===== src/hw/rtl/esc_pkg.sv =====
`timescale 1ns / 1ps

package esc_pkg;

    localparam int StateW = 5;

    // sequencer steps, in program order
    localparam logic [StateW-1:0] ST_IDLE = 5'd0;
    localparam logic [StateW-1:0] ST_T1   = 5'd1;
    localparam logic [StateW-1:0] ST_T2   = 5'd2;
    localparam logic [StateW-1:0] ST_T3   = 5'd3;
    localparam logic [StateW-1:0] ST_TFIN = 5'd4;
    localparam logic [StateW-1:0] ST_TOUT = 5'd5;
    localparam logic [StateW-1:0] ST_PV   = 5'd6;
    localparam logic [StateW-1:0] ST_P4   = 5'd7;
    localparam logic [StateW-1:0] ST_P5   = 5'd8;
    localparam logic [StateW-1:0] ST_P6   = 5'd9;
    localparam logic [StateW-1:0] ST_P7   = 5'd10;
    localparam logic [StateW-1:0] ST_P8   = 5'd11;
    localparam logic [StateW-1:0] ST_P9   = 5'd12;
    localparam logic [StateW-1:0] ST_PCHK = 5'd13;
    localparam logic [StateW-1:0] ST_P10  = 5'd14;
    localparam logic [StateW-1:0] ST_PDIV = 5'd15;
    localparam logic [StateW-1:0] ST_P11  = 5'd16;
    localparam logic [StateW-1:0] ST_P12  = 5'd17;
    localparam logic [StateW-1:0] ST_P13  = 5'd18;
    localparam logic [StateW-1:0] ST_PFIN = 5'd19;
    localparam logic [StateW-1:0] ST_POUT = 5'd20;
    localparam logic [StateW-1:0] ST_HV   = 5'd21;
    localparam logic [StateW-1:0] ST_H14  = 5'd22;
    localparam logic [StateW-1:0] ST_H15  = 5'd23;
    localparam logic [StateW-1:0] ST_H16  = 5'd24;
    localparam logic [StateW-1:0] ST_H17  = 5'd25;
    localparam logic [StateW-1:0] ST_H18  = 5'd26;
    localparam logic [StateW-1:0] ST_H19  = 5'd27;
    localparam logic [StateW-1:0] ST_H20  = 5'd28;
    localparam logic [StateW-1:0] ST_H21  = 5'd29;
    localparam logic [StateW-1:0] ST_HOUT = 5'd30;
    localparam logic [StateW-1:0] ST_EMIT = 5'd31;

    typedef struct packed {
        logic [47:0] temp;
        logic [63:0] plo;
        logic [63:0] phi;
        logic [15:0] p9;
        logic [63:0] hum;
    } esc_cal_t;

    typedef struct packed {
        logic [StateW-1:0] uop;
        logic              load;
        logic              mul_go;
        logic              div_go;
        logic              wb;
        logic              emit;
    } esc_cmd_t;

    typedef struct packed {
        logic mul_done;
        logic div_done;
        logic skip_temp;
        logic v1_zero;
        logic hum_off;
    } esc_status_t;

endpackage


===== src/hw/rtl/esc_ctrl.sv =====
`timescale 1ns / 1ps

module esc_ctrl
    import esc_pkg::*;
(
    input  logic        aclk,
    input  logic        aresetn,
    input  logic        s_tvalid,
    output logic        s_tready,
    output logic        m_tvalid,
    input  logic        m_tready,
    input  esc_status_t status,
    output esc_cmd_t    cmd
);

    logic [StateW-1:0] state_reg, state_next;
    logic              wait_reg, wait_next;
    logic              m_valid_reg, m_valid_next;
    logic              is_mul;

    assign is_mul = (state_reg >= ST_T1 && state_reg <= ST_T3)
                 || (state_reg >= ST_P4 && state_reg <= ST_P9)
                 || (state_reg == ST_P10)
                 || (state_reg >= ST_P11 && state_reg <= ST_P13)
                 || (state_reg >= ST_H14 && state_reg <= ST_H21);

    always_comb begin
        cmd          = '0;
        cmd.uop      = state_reg;
        state_next   = state_reg;
        wait_next    = wait_reg;
        m_valid_next = m_valid_reg && !m_tready;
        priority if (state_reg == ST_IDLE) begin
            if (s_tvalid) begin
                cmd.load   = 1'b1;
                state_next = ST_T1;
            end
        end else if (state_reg == ST_EMIT) begin
            if (!m_valid_reg || m_tready) begin
                cmd.emit     = 1'b1;
                m_valid_next = 1'b1;
                state_next   = ST_IDLE;
            end
        end else if (state_reg == ST_T1 && !wait_reg && status.skip_temp) begin
            state_next = ST_PV;
        end else if (state_reg == ST_PCHK) begin
            state_next = status.v1_zero ? ST_EMIT : ST_P10;
        end else if (is_mul || state_reg == ST_PDIV) begin
            if (!wait_reg) begin
                cmd.mul_go = is_mul;
                cmd.div_go = !is_mul;
                wait_next  = 1'b1;
            end else if (is_mul ? status.mul_done : status.div_done) begin
                cmd.wb     = 1'b1;
                wait_next  = 1'b0;
                state_next = state_reg + 5'd1;
            end
        end else begin
            cmd.wb = 1'b1;
            if (state_reg == ST_POUT && status.hum_off) begin
                state_next = ST_EMIT;
            end else begin
                state_next = state_reg + 5'd1;
            end
        end
    end

    always_ff @(posedge aclk) begin
        if (!aresetn) begin
            state_reg   <= ST_IDLE;
            wait_reg    <= 1'b0;
            m_valid_reg <= 1'b0;
        end else begin
            state_reg   <= state_next;
            wait_reg    <= wait_next;
            m_valid_reg <= m_valid_next;
        end
    end

    assign s_tready = (state_reg == ST_IDLE);
    assign m_tvalid = m_valid_reg;

endmodule


===== config.mk =====
export PLATFORM = sky130hd
export DESIGN_NAME = esc_ctrl
export DESIGN_NICKNAME = d
export VERILOG_FILES = /design/src/hw/rtl/esc_pkg.sv /design/src/hw/rtl/esc_ctrl.sv
export SDC_FILE = /design/constraint.sdc
export NUM_CORES = 1
export LEC_CHECK = 0
export BUFFER_PORTS_ARGS = -buffer_cell sky130_fd_sc_hd__buf_2
export CAP_MARGIN = 0
export CORE_MARGIN = 2
export CORE_UTILIZATION = 53
export DETAILED_ROUTE_END_ITERATION = 8
export GPL_ROUTABILITY_DRIVEN = 0
export PLACE_DENSITY_LB_ADDON = 0.2
export SYNTH_ARGS = -nofsm -noshare
export SYNTH_HDL_FRONTEND = slang
export SYNTH_SLANG_ARGS = --single-unit

===== constraint.sdc =====
create_clock -name aclk -period 3.1 [get_ports aclk]
set_input_delay 0.31 -clock aclk [delete_from_list [all_inputs] [get_ports aclk]]
set_output_delay 0.31 -clock aclk [all_outputs]
set_load 0.05 [all_outputs]

Word-level counts from Yosys, hierarchy flattened
Index checks and enable logic that the tools add are counted.
- logic and storage cells: 77
- bits of input ports: 9
- output and inout port bits: 12
- flip-flop bits (word level): 7
- bitwise logic cells: 4
- $add $sub $neg: 1
- multiplexer cells: 30
- $lt $le $gt $ge: 8
- eq/ne operators: 10
- reduce and logical (&&, ||, !) cells: 21
- operators by type and width (kind ; number):
    5-bit two-way mux ; 11
    5-bit by 4-bit == test with 1-bit output, second input constant ; 3
    1-bit two-way mux ; 13
    5-bit == test, second input constant ; 2
    5-bit greater-or-equal comparator, second input constant ; 2
    5-bit <= comparator, second input constant ; 2
    3-bit two-way mux ; 3
    1-bit logical AND ; 8
    1-bit logical OR ; 6
    6-bit by 5-bit inequality test with 1-bit output, second input constant ; 1
    6-bit inequality test, second input constant ; 1
    5-bit by 1-bit adder with 5-bit output, second input constant ; 1
    5-bit by 1-bit == test with 1-bit output, second input constant ; 1
    5-bit by 1-bit greater-or-equal comparator with 1-bit output, second input constant ; 1
    5-bit by 3-bit greater-or-equal comparator with 1-bit output, second input constant ; 1
    5-bit by 2-bit <= comparator with 1-bit output, second input constant ; 1
    5-bit by 4-bit <= comparator with 1-bit output, second input constant ; 1
    5-bit logical NOT ; 1
    5-bit AND reduction ; 1
    1-bit logical NOT ; 4
    2-bit two-way mux ; 2
    4-bit two-way mux ; 1
    1-bit inverter ; 4
    4-bit AND reduction ; 1
    other kinds (2) ; 2

Logic depth before layout (Yosys ltp)
Gate-level depths: netlist of run 1.
- depth after elaboration: 14
- gate-level depth with buffers: 10

Worst setup path after synthesis of run 1
No wires, ideal clock.
- kind: flip-flop to output port
- start: reg state_reg[1]
- end: out cmd[1] (netlist name)
- data required time: 2.790 ns
- path slack: -0.452 ns
- cell stages (with the launch flop): 9
- arrival: 3.242 ns
- path buffers: 0
- path through: dfxtp_1 -> inv_1 -> ha_1 -> or4_2 -> o21ai_1 -> o31ai_1 -> a21oi_1 -> o21ai_1 -> a2111oi_2
- RTL lines (item ; line ; text):
    start, declared ; esc_ctrl.sv:16 ; logic [StateW-1:0] state_reg, state_next;
    start signal, assigned ; esc_ctrl.sv:74 ; state_reg <= state_next;
    end, declared ; esc_ctrl.sv:13 ; output esc_cmd_t cmd

==> results.md, run 1 <==
* Tcrit/Tclk final at 0.952
* P_leak at 0.000474 uW
* Register area share after synthesis at 0.154
* Post-synthesis average cell area at 8.18 um2
* Family with the most delay on the worst path: simple AND/OR/NAND/NOR gates
* Synth-to-layout area growth at 17.8%
* Primary FF master, synth: dfxtp_1
* Num ports at 21
* Setup WS post-layout at 0.148 ns
* Worst Setup EP: cmd[1]
* Final setup fails at 0
* Met1 Usage GRT at 0.325
* Drt initial violations at 31
* CP arrival at 2.64 ns
* Tmin final at 2.95 ns
* Worst Setup Start Kind: register
* Synth unique cells at 53
* Clock skew after layout at 0.00628 ns
* Pwr Density at 1140 nW/um2
* Die area at 2060 um2
* Via density at 6.55
* RR Startpoint: state_reg[0]
* Starting Density at 0.583
* Max-slew headroom at 0.593
* Pre-CTS WS at 0.188 ns
* Share of layout cells above drive strength 1 at 0.318
* Largest net degree at the start of global routing at 18
* F_max at 0.339 GHz
* Final net count at 148
* Clk sinks at 7
* ANT nets after route at 0
* Stages on the worst setup path at 9
* Width of the chip at 45.4 um
* CP peak stage delay at 0.57 ns
* Max stage delay cell, worst path: or4_2
* R2R setup slack at 0.35 ns
* Number of flip-flops under the largest register name at 5
* HP Class: primary input to register
* Register bit total from synthesis at 7
* Final slew viol count at 0
* Final Hold Fails at 0
* Post-synthesis cell count at 111
* Syn. warnings at 0
* Crit path required time at 2.79 ns
* Wire length per cell at 16.1 um
* CORE AREA at 1560 um2
* CTS H-tree depth at 1
* CP Capture Type: output port
* Drt drc at 0
* Worst-skew pair later-pin latency at 0.26 ns
* RSZ-0062 raised after global routing: false
* Site Rows at 14
* Final WL at 2380 um
* Max-cap violations at 0
* Die height at 45.4 um
* Slew @ Worst Pin at 0.608 ns
* Worst R2R End: state_reg[0]
* Vias at 970
* Met2 Resource Use GR at 0.420
* Vias in the first global route at 843
* CP Launch Point: state_reg[1]
* Buffer count from post-CTS setup fixing at 0
* PnR Total Power at 1220 uW
* Number of flops mapped to enable cells by yosys at 0
* DPL Wire Length at 1760 um
* VDD IR-drop max at 0.726 mV
* Layer with the highest usage: met2
* GRT Total Usage at 0.252
* Worst reg-to-reg path cell count at 8
* Buf+Inv Stages, Crit Path at 2
* CTS tree: built
* Global-route wire length before repair at 3820 um
* Outcome: finished clean
* Most frequent cells in the layout: buf_2, nand2_1, nand2b_1, ha_1, dfxtp_1
* Classification of the worst setup path: register to output port
* Syn_nets at 126
* Antenna cell count at 0
* Clock edge transition at the registers on the reported setup and hold paths at 0.07 ns
* Mapped cell area at 908 um2
* Critical path cell sequence: inv_1 > ha_1 > or4_2 > o21ai_2 > o31ai_1 > nand2_1 > nand2b_1 > a2111oi_4 > buf_6
* Asr flop ratio synth at 0
* Crit-path max FO at 10
* Clk root buf: clkbuf_4
* Initial antenna violation count at 0
* Total CTS buffers at 3
* 1st-pass router iterations at 4
* Met3 usage at 0.0675
* Commonest non-fill, non-tap cell in the layout: buf_2
* Clk buf depth at 2
* Remaining Overflow, GRT at 0
* I/O Buffers at 20
cells in the mapped netlist (3+ instances only):
library cell / n / area share
nand2b_1: 6 / 0.041
ha_1: 6 / 0.083
o31ai_1: 4 / 0.033
inv_1: 5 / 0.021
nand2_1: 12 / 0.050
nor3_1: 4 / 0.022
a21oi_1: 5 / 0.028
nor2_1: 3 / 0.012
mux2i_1: 3 / 0.033
o21ai_0: 3 / 0.017
dfxtp_1: 7 / 0.15
metrics by stage:
step	util	setup TNS (ns)	hold slack [ns]	instances	area (um2)
after floorplan	-	-0.101	0.452	111	926
after global placement	0.660	0	0.496	144	1030
after detailed placement	0.660	0	0.509	144	1030
after CTS	0.680	0	0.349	148	1060
after global routing	0.686	0	0.371	148	1070
final	0.686	0	0.351	148	1070
worst register-to-register path: cells and delay by family, from the launching register on:
| family | cells | cell delay, ns |
|---|---|---|
| AO/OA/AOI/OAI | 4 | 0.80 |
| adder cells (fa/ha/maj) | 2 | 0.61 |
| flip-flops | 1 | 0.35 |
| AND/OR/NAND/NOR | 2 | 0.88 |
routing by layer:
| layer | part of all wire | wire length, um |
|---|---|---|
| met2 | 0.49 | 1170 |
| met1 | 0.42 | 1000 |
| met3 | 0.085 | 202 |
| met5 | 0 | 0 |
| met4 | 0 | 0 |
repair_timing:
action	CTS	global route
gates resized for setup	2	3
endpoints found under the setup margin	1	1
hold buffers	0	0
pin swaps	0	1
how the worst min path moves through the flow:
stage / start / endpoint / slack [ns] / cells after the start
6_report: m_tready / m_tvalid / 0.35 / 3
5_1_grt: aresetn / wait_reg / 0.37 / 2
4_1_cts: m_tready / m_tvalid / 0.35 / 3
3_5_place_dp: m_tvalid / m_tvalid / 0.51 / 2
3_3_place_gp: m_tvalid / m_tvalid / 0.50 / 2
2_1_floorplan: aresetn / state_reg[0] / 0.45 / 1
layout make-up:
type	count	area, um2
Tap cell	16	20.0
Inverter	5	18.8
Timing Repair Buffer	21	114
Multi-Input combinational cell	95	746
Sequential cell	7	144
Clock buffer	3	22.5
Clock inverter	1	5.00
Fill cell	133	489
cell families (layout without fill, tap and decap cells):
group,after synthesis,count (layout),share of synthesized area
muxes,4,4,0.0455
DFF,7,7,0.154
buffers and inverters,9,30,0.0482
and+or+nand+nor,49,49,0.347
AOI/OAI and AO/OA,35,35,0.313
adders and majority gates,6,6,0.0826
xor gates and xnor gates,1,1,0.00964
where the power goes:
group	internal, uW	leakage [uW]	switching (uW)
Combinational	364	0.000398	603
Sequential	114	0.0000577	43.3
Clock	47.6	0.0000177	42.9
Power figures use the tool's default switching activity.
==> inputs of run 2 (changes only) <==
- CORE_UTILIZATION: 53 -> 55
- PLACE_DENSITY: default -> 0.8
- PLACE_DENSITY_LB_ADDON: 0.2 -> default
- clock period: 3.1 -> 3.65 ns (I/O delays scaled with it)
==> run 2 against run 1 <==
Combinational power fell by 20%. Sequential share of layout area rose by 0.16 points. Highest routed layer is now met4. Worst hold slack improved by 0.063 ns. Cell area fell by 3.7%. Non-clock buffer count fell by 1. Clock skew fell by 0.0027 ns. Via count fell by 3.3%. Cell count fell by 0.68%. Routed wire length fell by 3.8%.
==> results.md, run 2 (synthesis results as in run 1) <==
* Vias in the first global route at 826
* Num ports at 21
* Layer with the highest usage: met2
* Site Rows at 14
* Placed cell count at 143
* Die area at 1990 um2
* Max-cap violations at 0
* Global-route wire length before repair at 3710 um
* Crit path required time at 3.28 ns
* ANT nets after route at 0
* Part of the power in registers at 0.139
* Placed instance area at 1000 um2
* Final net count at 147
* Buffer count from post-CTS setup fixing at 0
* Combinational fraction of design power at 0.784
* Met2 Resource Use GR at 0.417
* Wire length per cell at 15.6 um
* Antenna cell count at 0
* Sw frac at 0.577
* Classification of the worst setup path: register to output port
* Final Hold Fails at 0
* Most frequent cells in the layout: buf_2, nand2_1, dfxtp_1
* I/O Buffers at 20
* Clk root buf: clkbuf_4
* GRT Total Usage at 0.255
* Worst-skew pair later-pin latency at 0.26 ns
* Met3 usage at 0.0367
* Largest net degree at the start of global routing at 18
* Critical path cell sequence: inv_1 > ha_1 > or4_2 > o21ai_1 > o31ai_1 > a21oi_1 > o21ai_1 > a2111oi_2 > buf_2
* Outcome: finished clean
* RSZ-0062 raised after global routing: false
* Max stage delay cell, worst path: or4_2
* Met1 Usage GRT at 0.337
* Total CTS buffers at 3
* Remaining Overflow, GRT at 0
* Switch Pwr at 566 uW
* Clock share of power at 0.077
* CORE AREA at 1520 um2
* Total negative slack at 0 ns
* Starting Density at 0.596
* Vias at 938
* Clk sinks at 7
* Initial antenna violation count at 0
* DPL Wire Length at 1720 um
* Synth-to-layout area growth at 13.4%
* Die height at 44.6 um
* CTS tree: built
* Worst Setup Start Kind: register
* Clock edge transition at the registers on the reported setup and hold paths at 0.06 ns
* Drt drc at 0
* Max-slew headroom at 0.629
* Final slew viol count at 0
* Crit-path max FO at 10
* Number of flip-flops under the largest register name at 5
* VDD IR-drop max at 0.586 mV
* Cts-stage hold buffer count at 0
* Pint at 415 uW
* Tmin final at 3.27 ns
* Clock skew after layout at 0.00354 ns
* PnR Total Power at 980 uW
* Pwr Density at 952 nW/um2
* Finished Cell Area at 1030 um2
* CP arrival at 2.91 ns
* CTS H-tree depth at 1
* Final setup fails at 0
* Finished Layout Cells at 147
* Via density at 6.38
* HP Class: primary input to register
* Drt initial violations at 16
* Hold WS at 0.415 ns
* 1st-pass router iterations at 4
* Width of the chip at 44.6 um
* CP Capture Type: output port
* Final WL at 2290 um
* F_max at 0.306 GHz
* Clk buf depth at 2
* CP peak stage delay at 0.55 ns
* Commonest non-fill, non-tap cell in the layout: buf_2
* Slew @ Worst Pin at 0.555 ns
* P_leak at 0.000460 uW
* Share of layout cells above drive strength 1 at 0.282
* Tcrit/Tclk final at 0.897
* Resize count post-CTS at 0
* CP most frequent cell: o21ai_1
run 2: layout make-up:
cell class                      instances  area (um2)
Tap cell                               16        20.0
Sequential cell                         7         140
Inverter                                5        18.8
Fill cell                             137         494
Clock buffer                            4        26.3
Multi-Input combinational cell         95         724
Timing Repair Buffer                   20         100
run 2: path summary, 6_finish.rpt:
check	start	end	slack (ns)	cells past startpoint
hold / removal	m_tready	m_tvalid	0.41	3
setup / recovery	state_reg[1]	cmd[1]	0.38	9
hold reg to reg	m_tvalid	m_tvalid	0.52	2
setup reg to reg	state_reg[0]	state_reg[0]	0.91	8
run 2: routing by layer:
metal | vias up | routed length (um)
li1 | 462 | -
met1 | 418 | 999
met2 | 56 | 1070
met3 | 2 | 195
met4 | 0 | 26
met5 | - | 0
run 2: metrics by stage:
stage	setup WS (ns)	util
floorplan	0.0433	-
global placement	0.746	0.658
detailed placement	0.691	0.658
CTS	0.391	0.676
global route	0.244	0.676
finish	0.378	0.676
run 2: worst max-delay path: cells and delay by family, from the launching register on:
family / cells / cell delay [ns]
adder cells (fa/ha/maj): 1 / 0.26
flip-flops: 1 / 0.49
AND/OR/NAND/NOR: 1 / 0.55
buffers and inverters: 2 / 0.46
AO/OA/AOI/OAI: 5 / 0.88
run 2: power groups by stage:
stage	Combinational (uW)	Sequential (uW)	Clock, uW
after global placement	747	135	0
after floorplan	581	170	0
final	769	137	75.1
after detailed placement	756	137	0
after CTS	761	136	78.6
after global routing	815	141	81.9
